<file path="src/design/scd_pkg.sv">
package scd_pkg;

   // Input transaction: one received byte plus the store status
   typedef struct packed {
      logic [7:0] rx_byte;
      logic       store_busy;
   } req_type;

   // Result transaction
   typedef struct packed {
      logic [2:0]  kind;
      logic [7:0]  tx_byte;
      logic [2:0]  slot;
      logic [31:0] word;
      logic [5:0]  point_index;
      logic        last;
   } rsp_type;

   // Work handed from the parser to the result sequencer
   typedef enum logic [1:0] {
      JOB_PROBE,
      JOB_OPEN,
      JOB_CTRL,
      JOB_POINT
   } job_op_type;

   typedef struct packed {
      job_op_type  op;
      logic [31:0] word;
      logic [2:0]  slot;
      logic [5:0]  point_index;
      logic [3:0]  tens;
      logic [3:0]  units;
      logic        ends;
   } job_type;

   // Result kinds
   localparam logic [2:0] KIND_REPLY = 3'd0;
   localparam logic [2:0] KIND_OPEN  = 3'd1;
   localparam logic [2:0] KIND_CTRL  = 3'd2;
   localparam logic [2:0] KIND_POINT = 3'd3;
   localparam logic [2:0] KIND_READY = 3'd4;

   // Received byte codes
   localparam logic [7:0] CODE_PROBE  = 8'hC0;
   localparam logic [7:0] CODE_SKIP_A = 8'hE0;
   localparam logic [7:0] CODE_SKIP_B = 8'hD0;
   localparam logic [7:0] CODE_OPEN   = 8'hD1;
   localparam logic [7:0] CODE_CTRL0  = 8'hD2;
   localparam logic [7:0] CODE_CTRL7  = 8'hD9;
   localparam logic [7:0] CODE_POINT  = 8'hDA;
   localparam logic [7:0] CODE_NONE   = 8'h00;

   // Payload framing
   localparam logic [2:0] PAYLOAD_BYTES = 3'd5;
   localparam logic [2:0] SKIP_BYTES    = 3'd1;

   // Reply characters
   localparam logic [7:0] CHAR_ZERO  = 8'h30;
   localparam logic [7:0] CHAR_U     = 8'h75;
   localparam logic [7:0] CHAR_W     = 8'h77;
   localparam logic [7:0] CHAR_EQUAL = 8'h3D;
   localparam logic [7:0] CHAR_O     = 8'h4F;
   localparam logic [7:0] CHAR_K     = 8'h4B;
   localparam logic [7:0] CHAR_BANG  = 8'h21;
   localparam logic [7:0] REPLY_TAG  = 8'h03;

   // Result sequence positions
   localparam logic [4:0] STEP_PROBE_LAST = 5'd7;
   localparam logic [4:0] STEP_POINT_LAST = 5'd8;
   localparam logic [4:0] STEP_READY      = 5'd9;
   localparam logic [4:0] STEP_END_LAST   = 5'd17;

endpackage

</file>
<file path="src/design/scd_front.sv">
module scd_front #(
   parameter int MAX_POINTS = 64
) (
   input  logic             clock,
   input  logic             reset,
   input  logic             accept,
   input  scd_pkg::req_type req_data,
   output logic             job_valid,
   output scd_pkg::job_type job
);

   logic [2:0]  bytes_left_ff, bytes_left_in;
   logic [31:0] accumulator_ff, accumulator_in;
   logic [7:0]  command_code_ff, command_code_in;
   logic        session_open_ff, session_open_in;
   logic [6:0]  point_counter_ff, point_counter_in;
   logic [6:0]  session_length_ff, session_length_in;

   logic [2:0]  bytes_dec;
   logic [4:0]  shift;
   logic [31:0] word_sum;
   logic [7:0]  byte_in;
   logic [14:0] tens_prod;
   logic [3:0]  quot;
   logic [7:0]  quot_ten;
   logic [7:0]  point_next;

   assign byte_in    = req_data.rx_byte;
   assign bytes_dec  = bytes_left_ff - 3'd1;
   assign point_next = {1'b0, point_counter_ff} + 8'd1;

   // Place the low seven bits of the byte at its group position
   always_comb begin
      unique case (bytes_dec)
         3'd4:    shift = 5'd28;
         3'd3:    shift = 5'd21;
         3'd2:    shift = 5'd14;
         3'd1:    shift = 5'd7;
         default: shift = 5'd0;
      endcase
   end

   assign word_sum = accumulator_ff + ({25'd0, byte_in[6:0]} << shift);

   // Split the point number into decimal digits (exact for values below 128)
   assign tens_prod = 15'({8'd0, point_counter_ff} * 15'd205);
   assign quot      = tens_prod[14:11];
   assign quot_ten  = {4'd0, quot} * 8'd10;

   // Parse the byte and decide the work for the back end
   always_comb begin
      bytes_left_in     = bytes_left_ff;
      accumulator_in    = accumulator_ff;
      command_code_in   = command_code_ff;
      session_open_in   = session_open_ff;
      point_counter_in  = point_counter_ff;
      session_length_in = session_length_ff;
      job_valid         = 1'b0;
      job.op            = scd_pkg::JOB_PROBE;
      job.word          = word_sum;
      job.slot          = 3'(command_code_ff - scd_pkg::CODE_CTRL0);
      job.point_index   = point_counter_ff[5:0];
      job.units         = 4'(8'({1'b0, point_counter_ff}) - quot_ten);
      job.tens          = (quot >= 4'd10) ? quot - 4'd10 : quot;
      job.ends          = point_next >= {1'b0, session_length_ff};

      if (bytes_left_ff == 3'd0) begin
         priority if (byte_in == scd_pkg::CODE_PROBE) begin
            job_valid = 1'b1;
         end else if (byte_in == scd_pkg::CODE_SKIP_A || byte_in == scd_pkg::CODE_SKIP_B) begin
            bytes_left_in = scd_pkg::SKIP_BYTES;
         end else if (byte_in >= scd_pkg::CODE_OPEN && byte_in <= scd_pkg::CODE_POINT) begin
            command_code_in = byte_in;
            bytes_left_in   = scd_pkg::PAYLOAD_BYTES;
         end else begin
            bytes_left_in = 3'd0;
         end
      end else begin
         bytes_left_in  = bytes_dec;
         accumulator_in = word_sum;
         if (bytes_dec == 3'd0) begin
            // Act on the completed payload, then clear it
            accumulator_in  = '0;
            command_code_in = scd_pkg::CODE_NONE;
            priority if (command_code_ff == scd_pkg::CODE_OPEN) begin
               if (!req_data.store_busy) begin
                  session_open_in   = 1'b1;
                  session_length_in = (word_sum > 32'(MAX_POINTS)) ? 7'(MAX_POINTS)
                                                                   : word_sum[6:0];
                  point_counter_in  = '0;
                  job_valid         = 1'b1;
                  job.op            = scd_pkg::JOB_OPEN;
               end else begin
                  session_open_in = 1'b0;
               end
            end else if (command_code_ff >= scd_pkg::CODE_CTRL0
                         && command_code_ff <= scd_pkg::CODE_CTRL7) begin
               job_valid = session_open_ff;
               job.op    = scd_pkg::JOB_CTRL;
            end else if (command_code_ff == scd_pkg::CODE_POINT) begin
               job_valid = session_open_ff;
               job.op    = scd_pkg::JOB_POINT;
               if (session_open_ff) begin
                  point_counter_in = point_next[6:0];
                  if (job.ends) begin
                     session_open_in = 1'b0;
                  end
               end
            end else begin
               job_valid = 1'b0;
            end
         end
      end
   end

   // Hold parser state; advance only on an accepted transaction
   always_ff @(posedge clock) begin
      if (reset) begin
         bytes_left_ff     <= '0;
         accumulator_ff    <= '0;
         command_code_ff   <= '0;
         session_open_ff   <= 1'b0;
         point_counter_ff  <= '0;
         session_length_ff <= '0;
      end else if (accept) begin
         bytes_left_ff     <= bytes_left_in;
         accumulator_ff    <= accumulator_in;
         command_code_ff   <= command_code_in;
         session_open_ff   <= session_open_in;
         point_counter_ff  <= point_counter_in;
         session_length_ff <= session_length_in;
      end
   end

endmodule

</file>
<file path="src/design/scd_job_queue.sv">
module scd_job_queue #(
   parameter int DEPTH = 4
) (
   input  logic             clock,
   input  logic             reset,
   input  logic             push,
   input  scd_pkg::job_type push_data,
   output logic             full,
   input  logic             pop,
   output logic             head_valid,
   output scd_pkg::job_type head_data
);

   localparam int PTR_W = (DEPTH > 1) ? $clog2(DEPTH) : 1;
   localparam int CNT_W = $clog2(DEPTH + 1);
   localparam logic [PTR_W-1:0] PTR_LAST = PTR_W'(DEPTH - 1);
   localparam logic [CNT_W-1:0] CNT_FULL = CNT_W'(DEPTH);

   scd_pkg::job_type   entry_ff [DEPTH];
   logic [PTR_W-1:0]   wr_ptr_ff, wr_ptr_in;
   logic [PTR_W-1:0]   rd_ptr_ff, rd_ptr_in;
   logic [CNT_W-1:0]   count_ff, count_in;

   assign full       = count_ff == CNT_FULL;
   assign head_valid = count_ff != '0;
   assign head_data  = entry_ff[rd_ptr_ff];

   // Advance pointers with wrap at the queue depth
   always_comb begin
      wr_ptr_in = wr_ptr_ff;
      rd_ptr_in = rd_ptr_ff;
      count_in  = count_ff;
      if (push) begin
         wr_ptr_in = (wr_ptr_ff == PTR_LAST) ? '0 : wr_ptr_ff + PTR_W'(1);
      end
      if (pop) begin
         rd_ptr_in = (rd_ptr_ff == PTR_LAST) ? '0 : rd_ptr_ff + PTR_W'(1);
      end
      if (push && !pop) begin
         count_in = count_ff + CNT_W'(1);
      end else if (pop && !push) begin
         count_in = count_ff - CNT_W'(1);
      end
   end

   always_ff @(posedge clock) begin
      if (reset) begin
         wr_ptr_ff <= '0;
         rd_ptr_ff <= '0;
         count_ff  <= '0;
      end else begin
         wr_ptr_ff <= wr_ptr_in;
         rd_ptr_ff <= rd_ptr_in;
         count_ff  <= count_in;
      end
   end

   // Store pushed jobs
   always_ff @(posedge clock) begin
      if (push) begin
         entry_ff[wr_ptr_ff] <= push_data;
      end
   end

`ifndef NO_ASSERTIONS
   assert property (@(posedge clock) disable iff (reset) count_ff <= CNT_FULL)
      else $error("job queue count above depth");
   assert property (@(posedge clock) disable iff (reset) pop |-> count_ff != '0)
      else $error("job queue popped while empty");
`endif

endmodule

</file>
<file path="src/design/scd_back.sv">
module scd_back (
   input  logic             clock,
   input  logic             reset,
   input  logic             job_valid,
   input  scd_pkg::job_type job,
   output logic             job_pop,
   output logic             rsp_empty,
   input  logic             rsp_pop,
   output scd_pkg::rsp_type rsp_data
);

   scd_pkg::job_type cur_ff;
   logic             cur_valid_ff;
   logic [4:0]       step_ff;
   scd_pkg::rsp_type out_ff, out_in;
   logic             out_valid_ff;

   logic             out_free;
   logic             advance;
   logic             step_last;
   logic             cur_done;

   // Reply frame: four zero bytes, a tag, then three characters
   function automatic logic [7:0] reply_byte(input logic [2:0] idx, input logic [7:0] a,
                                             input logic [7:0] b, input logic [7:0] c);
      logic [7:0] r;
      unique case (idx)
         3'd4:    r = scd_pkg::REPLY_TAG;
         3'd5:    r = a;
         3'd6:    r = b;
         3'd7:    r = c;
         default: r = 8'd0;
      endcase
      return r;
   endfunction

   assign out_free  = !out_valid_ff || rsp_pop;
   assign advance   = cur_valid_ff && out_free;
   assign cur_done  = advance && step_last;
   assign job_pop   = job_valid && (!cur_valid_ff || cur_done);
   assign rsp_empty = !out_valid_ff;
   assign rsp_data  = out_ff;

   // Build the result for the current step of the job
   always_comb begin
      logic [7:0] digit_t;
      logic [7:0] digit_u;
      digit_t   = scd_pkg::CHAR_ZERO + {4'd0, cur_ff.tens};
      digit_u   = scd_pkg::CHAR_ZERO + {4'd0, cur_ff.units};
      out_in    = '0;
      step_last = 1'b0;
      unique case (cur_ff.op)
         scd_pkg::JOB_PROBE: begin
            out_in.kind    = scd_pkg::KIND_REPLY;
            out_in.tx_byte = reply_byte(step_ff[2:0], scd_pkg::CHAR_U, scd_pkg::CHAR_W,
                                        scd_pkg::CHAR_U);
            step_last      = step_ff == scd_pkg::STEP_PROBE_LAST;
         end
         scd_pkg::JOB_OPEN: begin
            out_in.kind = scd_pkg::KIND_OPEN;
            out_in.word = cur_ff.word;
            step_last   = 1'b1;
         end
         scd_pkg::JOB_CTRL: begin
            out_in.kind = scd_pkg::KIND_CTRL;
            out_in.slot = cur_ff.slot;
            out_in.word = cur_ff.word;
            step_last   = 1'b1;
         end
         scd_pkg::JOB_POINT: begin
            step_last = cur_ff.ends ? step_ff == scd_pkg::STEP_END_LAST
                                    : step_ff == scd_pkg::STEP_POINT_LAST;
            priority if (step_ff == 5'd0) begin
               out_in.kind        = scd_pkg::KIND_POINT;
               out_in.word        = cur_ff.word;
               out_in.point_index = cur_ff.point_index;
            end else if (step_ff <= scd_pkg::STEP_POINT_LAST) begin
               out_in.kind    = scd_pkg::KIND_REPLY;
               out_in.tx_byte = reply_byte(3'(step_ff - 5'd1), scd_pkg::CHAR_EQUAL,
                                           digit_t, digit_u);
            end else if (step_ff == scd_pkg::STEP_READY) begin
               out_in.kind = scd_pkg::KIND_READY;
            end else begin
               out_in.kind    = scd_pkg::KIND_REPLY;
               out_in.tx_byte = reply_byte(3'(step_ff - 5'd10), scd_pkg::CHAR_O,
                                           scd_pkg::CHAR_K, scd_pkg::CHAR_BANG);
            end
         end
         default: begin
            out_in = '0;
         end
      endcase
      out_in.last = step_last;
   end

   // Load the next job, step through its results
   always_ff @(posedge clock) begin
      if (reset) begin
         cur_valid_ff <= 1'b0;
         step_ff      <= '0;
      end else if (job_pop) begin
         cur_valid_ff <= 1'b1;
         step_ff      <= '0;
      end else if (cur_done) begin
         cur_valid_ff <= 1'b0;
      end else if (advance) begin
         step_ff <= step_ff + 5'd1;
      end
   end

   always_ff @(posedge clock) begin
      if (job_pop) begin
         cur_ff <= job;
      end
   end

   // Hold the result until popped
   always_ff @(posedge clock) begin
      if (reset) begin
         out_valid_ff <= 1'b0;
      end else if (advance) begin
         out_valid_ff <= 1'b1;
      end else if (rsp_pop) begin
         out_valid_ff <= 1'b0;
      end
   end

   always_ff @(posedge clock) begin
      if (advance) begin
         out_ff <= out_in;
      end
   end

`ifndef NO_ASSERTIONS
   assert property (@(posedge clock) disable iff (reset)
      cur_valid_ff |-> step_ff <= scd_pkg::STEP_END_LAST)
      else $error("result step past end of sequence");
   assert property (@(posedge clock) disable iff (reset)
      cur_done |=> out_valid_ff && out_ff.last)
      else $error("finished job did not leave a last result");
   assert property (@(posedge clock) disable iff (reset)
      out_valid_ff && out_ff.kind == scd_pkg::KIND_REPLY |-> out_ff.word == '0
                                                             && out_ff.slot == '0)
      else $error("reply byte carries payload fields");
`endif

endmodule

</file>
<file path="src/design/serial_command_deframer.sv">
// Channel | Direction | Handshake              | Payload
// req_    | in        | req_push / req_full    | req_data: rx_byte, store_busy
// rsp_    | out       | rsp_empty / rsp_pop    | rsp_data: kind, tx_byte, slot, word,
//         |           |                        |   point_index, last
//
// A byte is taken in every cycle while the job queue (QUEUE_DEPTH jobs) has room.
// Results leave the result sequencer one per cycle while rsp_pop is high: 8 for
// a probe, 1 for an open or control word, 9 for a point and 18 for the point that
// ends a session. Reset clears all control state; no clearing pass follows.
// rsp_pop low holds the result register; once the queue fills, req_full rises.
module serial_command_deframer #(
   parameter int MAX_POINTS  = 64,
   parameter int QUEUE_DEPTH = 4
) (
   input  logic             clock,
   input  logic             reset,
   input  logic             req_push,
   output logic             req_full,
   input  scd_pkg::req_type req_data,
   output logic             rsp_empty,
   input  logic             rsp_pop,
   output scd_pkg::rsp_type rsp_data
);

   logic             accept;
   logic             job_valid;
   scd_pkg::job_type job;
   logic             head_valid;
   scd_pkg::job_type head_data;
   logic             head_pop;

   assign accept = req_push && !req_full;

   scd_front #(
      .MAX_POINTS(MAX_POINTS)
   ) u_front (
      .clock    (clock),
      .reset    (reset),
      .accept   (accept),
      .req_data (req_data),
      .job_valid(job_valid),
      .job      (job)
   );

   scd_job_queue #(
      .DEPTH(QUEUE_DEPTH)
   ) u_queue (
      .clock     (clock),
      .reset     (reset),
      .push      (accept && job_valid),
      .push_data (job),
      .full      (req_full),
      .pop       (head_pop),
      .head_valid(head_valid),
      .head_data (head_data)
   );

   scd_back u_back (
      .clock    (clock),
      .reset    (reset),
      .job_valid(head_valid),
      .job      (head_data),
      .job_pop  (head_pop),
      .rsp_empty(rsp_empty),
      .rsp_pop  (rsp_pop),
      .rsp_data (rsp_data)
   );

endmodule
</file>
<file path="config.mk">
export PLATFORM = sky130hd
export DESIGN_NAME = serial_command_deframer
export DESIGN_NICKNAME = d
export VERILOG_FILES = /design/src/design/scd_pkg.sv /design/src/design/scd_front.sv /design/src/design/scd_job_queue.sv /design/src/design/scd_back.sv /design/src/design/serial_command_deframer.sv
export SDC_FILE = /design/constraint.sdc
export NUM_CORES = 1
export LEC_CHECK = 0
export ABC_AREA = 1
export BUFFER_PORTS_ARGS = -buffer_cell sky130_fd_sc_hd__clkbuf_2
export CAP_MARGIN = 5
export CORE_MARGIN = 4
export CORE_UTILIZATION = 30
export DETAILED_ROUTE_END_ITERATION = 6
export SKIP_CTS_REPAIR_TIMING = 1
export SYNTH_ARGS = -nofsm -noshare
export SYNTH_HDL_FRONTEND = slang
export SYNTH_HIERARCHICAL = 1
export SYNTH_SLANG_ARGS = --single-unit
</file>
<file path="constraint.sdc">
create_clock -name clock -period 6.7 [get_ports clock]
set_clock_uncertainty 0.1 [all_clocks]
set_input_delay 1.34 -clock clock [delete_from_list [all_inputs] [get_ports clock]]
set_output_delay 1.34 -clock clock [all_outputs]
set_load 0.1 [all_outputs]
</file>
* Word level (Yosys, flattened, before mapping)
Memory sizes are Yosys's and may differ from the RTL's. A register that Yosys moved wholly into a read port is not among the register bits.
Cells that the tools add are included.
** Cells by class
- Reductions and logical operators :: 39
- Shift-type cells :: 1
- Bitwise gates (word level) :: 3
- $mul :: 2
- Equality and inequality tests :: 36
- Mux-type cells :: 60
- Order comparisons :: 8
- Add/subtract/negate cells :: 15
** Operator list (count)
- $pmux W32 S2 :: 1
- $mux W7 :: 7
- $mux W8 :: 6
- $eq A3 B3 Y1 const B :: 14
- $eq A8 B8 Y1 const B :: 5
- $mux W38 :: 1
- $add A32 B32 Y32 :: 1
- $gt A32 B7 Y1 const B :: 1
- $mux W32 :: 1
- $pmux W8 S4 :: 1
- $shl A7 B5 Y32 :: 1
- $pmux W7 S4 :: 1
- $mux W3 :: 8
- $pmux W7 S3 :: 1
- $mux W1 :: 20
- $pmux W5 S4 :: 1
- $ge A8 B8 Y1 const B :: 2
- $le A8 B8 Y1 const B :: 2
- $pmux W8 S2 :: 1
- $mul A7 B8 Y15 const B :: 1
- $reduce_and A5 Y1 :: 3
- $add A6 B4 Y7 const A :: 2
- $mux W2 :: 7
- $pmux W3 S4 :: 1
- other kinds (36) :: 75
** Word-level totals
- Bits in registers :: 125
- Bits in writable memories :: 208
- Output and inout bits :: 55
- Logic and storage cells :: 183
- Input bits :: 13
- Memories kept :: 1
** Memory list
- u_queue.entry_ff :: words 4, bits a word 52, rd ports 1, clocked after memory_dff 1, write ports 1, line scd_job_queue.sv:19 : scd_pkg::job_type entry_ff [DEPTH];

* Logic depth before layout (Yosys ltp)
Gate-level depths: netlist of run 1.
- Depth in word-level cells :: 11
- Gate-level depth with buffers :: 31
- Mapped depth without buffers :: 30

* By module
Netlist of run 1, hierarchy kept.
** Modules (own cells, without submodules)
- scd_job_queue :: sequential area each 6426.2 um^2, instances 1, area an instance 8146.6 um^2, cells each 562
- scd_front :: sequential area each 1161.1 um^2, instances 1, area an instance 6686.4 um^2, cells each 1123
- scd_back :: sequential area each 3263.1 um^2, instances 1, area an instance 4690.7 um^2, cells each 346
- serial_command_deframer :: sequential area each 0.0 um^2, instances 1, area an instance 23.8 um^2, cells each 5

* Worst setup path after synthesis of run 1
No wires, ideal clock.
- Path kind :: reg-to-reg
- Start point :: reg u_front.point_counter_ff[4]
- End point :: mem u_queue/entry_ff[0][4] in the netlist's numbering (data pin)
- Slack :: 2.271 ns
- Library setup time :: 0.278 ns
- Data arrival time :: 4.052 ns
- Cell stages (with the launch flop) :: 21
- Clock period less this slack :: 4.429 ns
- Path buffers :: 0
- Data required time :: 6.322 ns
- Cells stage by stage :: dfxtp_1 ha_1 ha_1 inv_1 fa_1 inv_1 fa_1 ha_1 a21oi_1 o21bai_1 a21o_1 nand3_1 nand2_1 nand2_1 nand2_1 inv_1 ha_1 inv_1 fa_1 xnor2_1 xnor3_1
** RTL lines
- start, declared :: line scd_front.sv:16 : logic [6:0] point_counter_ff, point_counter_in;
- start signal, assigned :: line scd_front.sv:130 : point_counter_ff <= point_counter_in;
- end, declared :: line scd_job_queue.sv:19

==> results of run 1 <==
## worst max-delay path, cell delays in order, from the launching register on
cell and delay [ns]:
dfxtp_1 0.54, ha_1 0.31, ha_1 0.27, inv_1 0.05
fa_1 0.50, inv_1 0.05, fa_1 0.44, ha_1 0.32
a21oi_1 0.14, o21bai_1 0.07, a21o_1 0.15, nand3_1 0.08
nand2_1 0.06, nand2_1 0.06, nand2_1 0.07, inv_1 0.13
ha_1 0.16, inv_1 0.04, fa_1 0.37, xnor2_1 0.15
xnor3_1 0.47
## final cells by class
type,instances,area [um^2],area share [%]
diodes,2,5.00,0.0228
clock buffers,51,1050,4.79
clock inverters,20,251,1.15
inverters,290,1090,4.97
multi-input cells,1298,7200,32.8
flip-flops and latches,386,10900,49.5
well taps,855,1070,4.88
repair buffers,77,413,1.88
## cells by family after synthesis
| group | synth area share (%) |
|---|---|
| buffers and inverters | 7.69 |
| other | 0.0192 |
| xor gates and xnor gates | 1.15 |
| AOI/OAI and AO/OA | 9.19 |
| adders and majority gates | 7.02 |
| and+or+nand+nor | 19.4 |
| DFF | 55.5 |
## metal layers
layer | up-vias | global-route usage, % | wire, um
li1 | 6890 | - | -
met1 | 6573 | 17.8 | 21600
met2 | 302 | 21.2 | 21100
met3 | 64 | 2.28 | 2420
met4 | 2 | 3.46 | 951
met5 | - | 0 | 7
## where the power goes
| group | internal, mW | total, mW | switching [mW] |
|---|---|---|---|
| clock | 1.31 | 2.21 | 0.902 |
| sequential | 3.17 | 3.33 | 0.161 |
| combinational | 0.619 | 3.07 | 2.45 |
## sequential cells by signal, indices dropped and copies added (netlist names), 5 cells and up, named ones only
| signal | cells |
|---|---|
| u_front/command_code_ff | 8 |
| u_front/point_counter_ff | 7 |
| u_front/accumulator_ff | 32 |
| u_back/cur_ff | 52 |
| u_front/session_length_ff | 7 |
| u_queue/entry_ff | 208 |
| u_back/step_ff | 5 |
| u_back/rsp_data | 52 |
## worst paths after layout
| check | endpoint | slack (ns) | cells past startpoint |
|---|---|---|---|
| setup / recovery | u_queue/entry_ff[2][4] | 1.89 | 20 |
| hold / removal | u_front/command_code_ff[5] | 0.36 | 2 |
| setup reg to reg | u_queue/entry_ff[2][4] | 1.89 | 20 |
| hold reg to reg | u_front/command_code_ff[5] | 0.36 | 2 |
## cells in the final DEF (no fill, tap or decap), drive strengths merged, types with 2 or more instances in the layout
cell	count
and2	3
nor3	14
and3	3
clkbuf	117
a211oi	11
a21boi	2
clkinv	12
o22ai	52
o21bai	6
nand3b	15
o211ai	7
xnor2	11
diode	2
nand3	67
nand2	446
dfxtp	74
fa	11
a21oi	90
edfxtp	312
nand4	14
nor2	273
o21a	5
bufinv	5
o21ai	140
inv	293
or2	2
ha	92
xor2	12
nor3b	2
buf	11
nor4	9
a21o	5
==> flow_summary_export.csv, run 1 <==
group,metric,value,unit
clock_tree,numCtsBuffers,39,
placed_design,gp_congestion,0.902,
outcome,status,"finished, final reports clean",
sta,whs,0.365,ns
logic_synthesis,yosysMostFrequentCell,"nand2_1",
hold_path,hold_start,"u_front/command_code_ff[5]",
grt,grt_usage,12.9,%
floorplan,die_height,263,um
logic_synthesis,ys_seq_area_share,55.5,%
logic_synthesis,async_flop_share,0,%
floorplan,start_util,30.3,%
clock_tree,clock_latency,0.55,ns
sta,rsz0062_at_grt,"false",
finish,n_fill_cell,6589,
route,first_iter_violations,954,
job,drv_cap,0,
finish,drive_gt1_share,10.6,%
clock_tree,cts_root_buffer,"clkbuf_16",
placed_design,io_buffers,66,
logic_synthesis,synth_top_flop_cell,"edfxtp_1",
sta,setup_ws,1.89,ns
logic_synthesis,synth-seq-cells,386,
grt,grt_pass1_wl,73000,um
floorplan,rows,93,
setup_path,cp-startpoint,"u_front/point_counter_ff[4]",
route,first_pass_iters,5,
sta,min_period,4.81,ns
sta,finalSetupTns,0,ns
logic_synthesis,synth_nets,2152,
finish,final_util,34.0,%
sta,clock.fmax,208,MHz
logic_synthesis,synth.distinct_cells,51,
route,drc_errors,0,
power_and_ir_drop,power.total,8.61,mW
logic_synthesis,yosys_warnings,6,
sta,tightest_slew,1.20,ns
logic_synthesis,synth_common_cells,"nand2_1 (429), edfxtp_1 (312), inv_1 (283), nor2_1 (228), o21ai_0 (129)",
power_and_ir_drop,power.density,393,mW/mm^2
finish,design_area,0.0219,mm^2
power_and_ir_drop,leakage,9.26,nW
logic_synthesis,syn_inst,2036,
clock_tree,htree_levels,2,
hold_path,hold_class,"reg -> reg",
clock_tree,cts_sinks,386,
placed_design,preCtsSetupSlack,1.88,ns
setup_path,worstPathArrival,4.96,ns
logic_synthesis,netlist_area,0.0195,mm^2
setup_path,crit_required,6.85,ns
sta,hold_violations,0,
route,vias_per_cell,4.64,
logic_synthesis,yosys.area.top_type,"edfxtp_1",
placed_design,dpl_cell_area,0.0206,mm^2
logic_synthesis,synth_edf_count,312,
logic_synthesis,yosysTopAreaCellShare,47.9,%
floorplan,die_w,263,um
setup_path,critical_path_class,"reg -> reg",
placed_design,place_inst,2906,
placed_design,place_hpwl,32600,um
sta,slew_violations,0,
clock_tree,clk_pin_slew,0.06,ns
route,vias,13831,
floorplan,coreArea,0.0645,mm^2
sta,period_share,71.8,%
floorplan,io_pins,68,
grt,grt_max_degree,63,
route,routed_wl,46100,um
setup_path,crit_path_end_kind,"flip-flop",
power_and_ir_drop,vdd_ir_drop_max,0.000296,V
clock_tree,cts_tree,"yes",
grt,first_global_vias,13293,
setup_path,cp-start-kind,"flip-flop",
sta,max-slew-margin-rel,20.0,%
logic_synthesis,synth.area.top_cells,"edfxtp_1 (48%), nand2_1 (8.2%), dfxtp_1 (7.6%)",
sta,setup_viol,0,
floorplan,die_area,0.0693,mm^2
grt,antenna_found_initial,4,
logic_synthesis,avgSynthCellArea,9.60,um^2
setup_path,crit_path_max_fanout,10,
route,ant_nets,0,
clock_tree,clockBufferDepth,3,
route,drt-wirelength-per-cell,15.5,um
finish,area_growth_syn_to_layout,12.2,%
setup_path,rr_startpoint,"u_front/point_counter_ff[4]",
finish,finalNonFillerCells,2979,
finish,nets,2208,
grt,grt_remaining_overflow,0,
Note: power is estimated with default switching activity, not from simulation.
==> inputs of run 2 (changes only) <==
- ABC_AREA: 1 -> 0
- clock period: 6.7 -> 4.1 ns (I/O delays scaled with it)
==> flow_summary_export.csv, run 2 <==
group,metric,value,unit
finish,largest_reg_flops,208,
logic_synthesis,synth_top_family_by_area,"simple AND/OR/NAND/NOR gates",
logic_synthesis,yosysTopAreaCellShare,51.1,%
logic_synthesis,synth.area.top_cells,"edfxtp_1 (51%), dfxtp_1 (8.1%), ha_1 (6.3%)",
power_and_ir_drop,switching_share,35.0,%
route,ant_nets,0,
power_and_ir_drop,clock_power_share,28.2,%
floorplan,io_pins,68,
setup_path,crit_path_max_fanout,4,
logic_synthesis,yosysMostFrequentCell,"edfxtp_1",
grt,use_met2,20.9,%
grt,grt_use_met1,16.9,%
logic_synthesis,netlist_area,0.0183,mm^2
logic_synthesis,synth-simple-area-share,10.5,%
clock_tree,cts_tree,"yes",
route,first_pass_iters,5,
logic_synthesis,synth-seq-cells,386,
route,drt-wirelength-per-cell,17.6,um
logic_synthesis,syn_inst,1344,
route,vias,11464,
setup_path,crit_slowest_cell,"fa_1",
finish,final_util,36.0,%
power_and_ir_drop,p_int,8.09,mW
finish,mostFrequentLayoutCell,"edfxtp_1",
logic_synthesis,avgSynthCellArea,13.6,um^2
sta,whs,0.357,ns
finish,area_growth_syn_to_layout,18.7,%
floorplan,die_area,0.0651,mm^2
power_and_ir_drop,power.total,12.4,mW
setup_path,worstPathArrival,4.49,ns
clock_tree,cts_root_buffer,"clkbuf_16",
logic_synthesis,synth.distinct_cells,91,
outcome,status,"complete, but fails checks",
logic_synthesis,muxShareOfSynthArea,6.71,%
setup_path,crit_path_end_kind,"flip-flop",
grt,busiest_layer,"met2",
placed_design,place_inst,2254,
setup_path,r2r_cells,17,
grt,grt_usage,12.4,%
placed_design,dpl_cell_area,0.0203,mm^2
sta,rsz0062_at_grt,"true",
power_and_ir_drop,pwr-share-seq,43.1,%
placed_design,io_buffers,66,
logic_synthesis,synth_common_cells,"edfxtp_1 (312), nor2_1 (93), ha_1 (92), and2_1 (76), dfxtp_1 (74)",
finish,largest_register,"u_queue/entry_ff",
power_and_ir_drop,vdd_ir_drop_max,0.000413,V
grt,grt_pass1_wl,64100,um
grt,grt_remaining_overflow,0,
sta,slew_violations,0,
grt,grt_max_degree,55,
setup_path,critical_path_class,"reg -> reg",
floorplan,die_w,255,um
floorplan,rows,90,
power_and_ir_drop,netSwitchingPower,4.36,mW
placed_design,preCtsSetupSlack,-0.216,ns
logic_synthesis,synth_edf_count,312,
logic_synthesis,synth_nets,1460,
outcome,violations,"setup timing",
hold_path,hold_class,"reg -> reg",
logic_synthesis,yosys.area.top_type,"edfxtp_1",
clock_tree,clockBufferDepth,3,
sta,tightest_slew,1.08,ns
placed_design,gp_congestion,0.840,
clock_tree,clock_latency,0.54,ns
job,drv_cap,0,
clock_tree,clk_pin_slew,0.06,ns
sta,finalSetupTns,-1.30,ns
setup_path,crit_required,4.27,ns
logic_synthesis,synth_top_flop_cell,"edfxtp_1",
logic_synthesis,synth-xor-area-share,2.25,%
sta,max-slew-margin-rel,28.2,%
logic_synthesis,yosys_warnings,6,
route,first_iter_violations,754,
finish,nets,1633,
route,routed_wl,41100,um
finish,drive_gt1_share,24.6,%
power_and_ir_drop,leakage,8.16,nW
setup_path,cp-start-kind,"flip-flop",
placed_design,place_hpwl,29100,um
finish,final_cell_mix,"edfxtp_1 (312), buf_4 (122), nor2_1 (92), ha_1 (85), nand2_1 (73)",
sta,setup_ws,-0.217,ns
floorplan,start_util,30.3,%
logic_synthesis,ys_seq_area_share,59.2,%
sta,clock.fmax,232,MHz
logic_synthesis,synth_compound_area_share,10.5,%
power_and_ir_drop,power.density,572,mW/mm^2
hold_path,min_path_cells,2,
sta,setup_viol,8,
setup_path,path_cells,"ha_4 > ha_4 > inv_2 > fa_1 > inv_1 > fa_1 > ha_1 > a31o_2 > a21oi_2 > o211ai_1 > xor2_1 > ha_2 > inv_2 > fa_2 > xor2_1 > xnor2_1 > xnor2_2",
clock_tree,numCtsBuffers,39,
sta,min_period,4.32,ns
floorplan,die_height,255,um
sta,hold_violations,0,
grt,antenna_found_initial,5,
finish,finalNonFillerCells,2333,
clock_tree,htree_levels,2,
finish,design_area,0.0218,mm^2
grt,met3_usage,1.85,%
sta,period_share,105,%
route,vias_per_cell,4.91,
logic_synthesis,async_flop_share,0,%
grt,first_global_vias,11537,
power_and_ir_drop,combPwrFrac,28.6,%
logic_synthesis,synthAdderAreaFrac,7.48,%
setup_path,slowest_delay,0.49,ns
clock_tree,cts_sinks,386,
route,drc_errors,0,
floorplan,coreArea,0.0605,mm^2
[run 2: power by group through the flow]
stage | sequential, mW | clock (mW) | combinational [mW]
2_1_floorplan | 6.60 | 0 | 1.68
3_3_place_gp | 5.46 | 0 | 3.57
3_5_place_dp | 5.47 | 0 | 3.60
4_1_cts | 5.39 | 3.62 | 3.62
5_1_grt | 5.44 | 3.78 | 3.79
6_report | 5.37 | 3.52 | 3.56
[run 2: worst paths after layout]
check,slack [ns],to,start
setup / recovery,-0.22,u_queue/entry_ff[0][4],u_front/point_counter_ff[4]
hold / removal,0.36,u_front/session_length_ff[4],u_front/session_length_ff[4]
setup reg to reg,-0.22,u_queue/entry_ff[0][4],u_front/point_counter_ff[4]
hold reg to reg,0.36,u_front/session_length_ff[4],u_front/session_length_ff[4]
[run 2: kinds of logic (layout without fill, tap and decap cells)]
group	count (synthesis)	count (layout)
buffers and inverters	115	318
adders and majority gates	103	103
and+or+nand+nor	364	364
other	1	5
xor gates and xnor gates	47	47
DFF	386	386
muxes	57	57
AOI/OAI and AO/OA	271	271
[run 2: layer usage]
metal | wire length (um) | vias up
met3 | 1910 | 67
met2 | 19600 | 245
met1 | 18700 | 5716
met4 | 840 | 2
li1 | - | 5434
met5 | 7 | -
[run 2: critical path, delay by kind of cell (launching register included)]
kind | cells | cell delay [ns]
XOR/XNOR | 4 | 0.71
buffers and inverters | 3 | 0.12
flip-flops | 1 | 0.37
adder cells (fa/ha/maj) | 7 | 2.24
AO/OA/AOI/OAI | 3 | 0.53
[run 2: final cells by class]
type | count | area (um^2)
Clock buffer | 52 | 1070
Inverter | 52 | 195
Multi-Input combinational cell | 843 | 7060
Clock inverter | 19 | 209
Tap cell | 782 | 978
Sequential cell | 386 | 10900
Fill cell | 5726 | 38700
Antenna cell | 4 | 10.0
Timing Repair Buffer | 195 | 1360
==> inputs of run 3 (changes only) <==
- CELL_PAD_IN_SITES_DETAIL_PLACEMENT: unset -> 0
- CELL_PAD_IN_SITES_GLOBAL_PLACEMENT: unset -> 1
- PLACE_DENSITY_LB_ADDON: unset -> 0.1
==> flow_summary_export.csv, run 3 (same netlist as run 2, synthesis figures left out) <==
group,metric,value,unit
placed_design,io_buffers,66,
clock_tree,cts_tree,"yes",
route,first_iter_violations,577,
clock_tree,clock_latency,0.57,ns
setup_path,crit_required,4.40,ns
route,drc_errors,0,
power_and_ir_drop,pwr-share-seq,42.0,%
floorplan,die_area,0.0651,mm^2
power_and_ir_drop,combPwrFrac,27.8,%
sta,max-slew-margin-rel,32.6,%
grt,grt_remaining_overflow,0,
sta,period_share,105,%
finish,largest_register,"u_queue/entry_ff",
placed_design,place_hpwl,31900,um
route,ant_nets,0,
sta,clock.fmax,233,MHz
sta,min_period,4.30,ns
setup_path,crit_path_end_kind,"flip-flop",
setup_path,cp-start-kind,"flip-flop",
floorplan,rows,90,
clock_tree,cts_sinks,386,
placed_design,preCtsSetupSlack,-0.262,ns
sta,rsz0062_at_grt,"true",
finish,largest_reg_flops,208,
power_and_ir_drop,clock_power_share,30.2,%
grt,first_global_vias,11776,
grt,antenna_found_initial,1,
floorplan,io_pins,68,
setup_path,crit_path_max_fanout,10,
setup_path,path_cells,"ha_4 > ha_4 > inv_2 > fa_1 > inv_1 > fa_1 > ha_1 > a31o_2 > a21oi_2 > o211ai_1 > a21oi_1 > xor2_2 > buf_4 > ha_2 > inv_1 > a221o_1 > a21oi_2",
power_and_ir_drop,power.density,582,mW/mm^2
power_and_ir_drop,power.total,12.9,mW
route,met3_length,1660,um
outcome,violations,"setup timing",
route,routed_wl,46400,um
sta,tightest_slew,1.00,ns
floorplan,die_w,255,um
sta,hold_violations,0,
power_and_ir_drop,switching_share,35.4,%
grt,grt_max_degree,55,
setup_path,critical_path_class,"reg -> reg",
route,vias_per_cell,4.85,
clock_tree,numCtsBuffers,44,
route,wirelength_met1,22600,um
power_and_ir_drop,p_int,8.32,mW
outcome,status,"complete, but fails checks",
power_and_ir_drop,netSwitchingPower,4.57,mW
finish,mostFrequentLayoutCell,"edfxtp_1",
floorplan,die_height,255,um
floorplan,start_util,30.3,%
power_and_ir_drop,leakage,8.36,nW
floorplan,coreArea,0.0605,mm^2
finish,area_growth_syn_to_layout,20.9,%
setup_path,slowest_delay,0.49,ns
grt,grt_pass1_wl,71300,um
clock_tree,clk_pin_slew,0.07,ns
job,drv_cap,0,
route,first_pass_iters,5,
route,wl_met2,21100,um
route,drt-wirelength-per-cell,19.6,um
finish,final_cell_mix,"edfxtp_1 (312), buf_4 (153), nor2_1 (90), ha_1 (83), nand2_1 (73)",
setup_path,worstPathArrival,4.59,ns
sta,setup_viol,16,
clock_tree,clockBufferDepth,3,
grt,grt_usage,14.3,%
setup_path,crit_slowest_cell,"fa_1",
finish,nets,1667,
finish,drive_gt1_share,26.9,%
route,top_layer,"met4",
placed_design,gp_congestion,0.790,
sta,slew_violations,0,
hold_path,hold_class,"reg -> reg",
route,vias,11490,
clock_tree,cts_root_buffer,"clkbuf_16",
power_and_ir_drop,vdd_ir_drop_max,0.000349,V
clock_tree,htree_levels,2,
sta,setup_ws,-0.197,ns
==> run 3: cell types whose count changed in the layout (fill, tap and decap cells not counted), sizes merged <==
cell,before,now
diode,4,1
clkbuf,118,122
buf,129,158
clkinvlp,3,5
clkinv,10,13
==> run 3: area by class of cell <==
cell class	count	area (um^2)
timing repair buffer	224	1580
sequential	386	10900
clock buffer	56	1190
fill	5809	38300
tap	782	978
antenna	1	2.50
clock inverter	24	248
multi-input combinational	843	7100
inverter	52	195
==> run 3: power groups by stage <==
stage,Combinational [mW],Clock (mW),Sequential [mW]
6_report,3.58,3.90,5.41
5_1_grt,3.84,4.20,5.50
4_1_cts,3.65,4.05,5.44
3_5_place_dp,3.64,0,5.52
3_3_place_gp,3.64,0,5.52
2_1_floorplan,1.68,0,6.60
==> run 3: final timing paths <==
check	start	end	slack (ns)	depth (start not counted)
min reg2reg	u_front/session_length_ff[4]	u_front/session_length_ff[4]	0.35	2
max	u_front/point_counter_ff[4]	u_queue/entry_ff[1][8]	-0.20	17
min	u_front/session_length_ff[4]	u_front/session_length_ff[4]	0.35	2
max reg2reg	u_front/point_counter_ff[4]	u_queue/entry_ff[1][8]	-0.20	17
==> run 3: worst max-delay path, delay by kind of cell (launching register included) <==
kind | cells | cell delay (ns)
flops | 1 | 0.37
buf+inv | 4 | 0.31
xor+xnor | 1 | 0.21
fa+ha+maj | 6 | 1.88
compound gates | 6 | 1.25
==> run 3: layer usage <==
layer | track usage [%] | up-vias
met5 | 0 | -
met4 | 3.62 | 0
met3 | 2.28 | 60
met2 | 22.8 | 192
met1 | 20.5 | 5726
li1 | - | 5512
==> run 3: metrics by stage <==
stage	setup TNS (ns)	hold slack (ns)	utilization, %	std cells	area, um^2
final	-2.16	0.348	36.7	2368	22200
after global routing	-5.20	0.375	36.7	2367	22200
after CTS	-3.23	0.350	36.4	2365	22000
after detailed placement	-4.48	0.341	34.0	2285	20600
after global placement	-3.01	0.344	34.0	2285	20600
after floorplan	-0.827	0.325	-	1344	18400
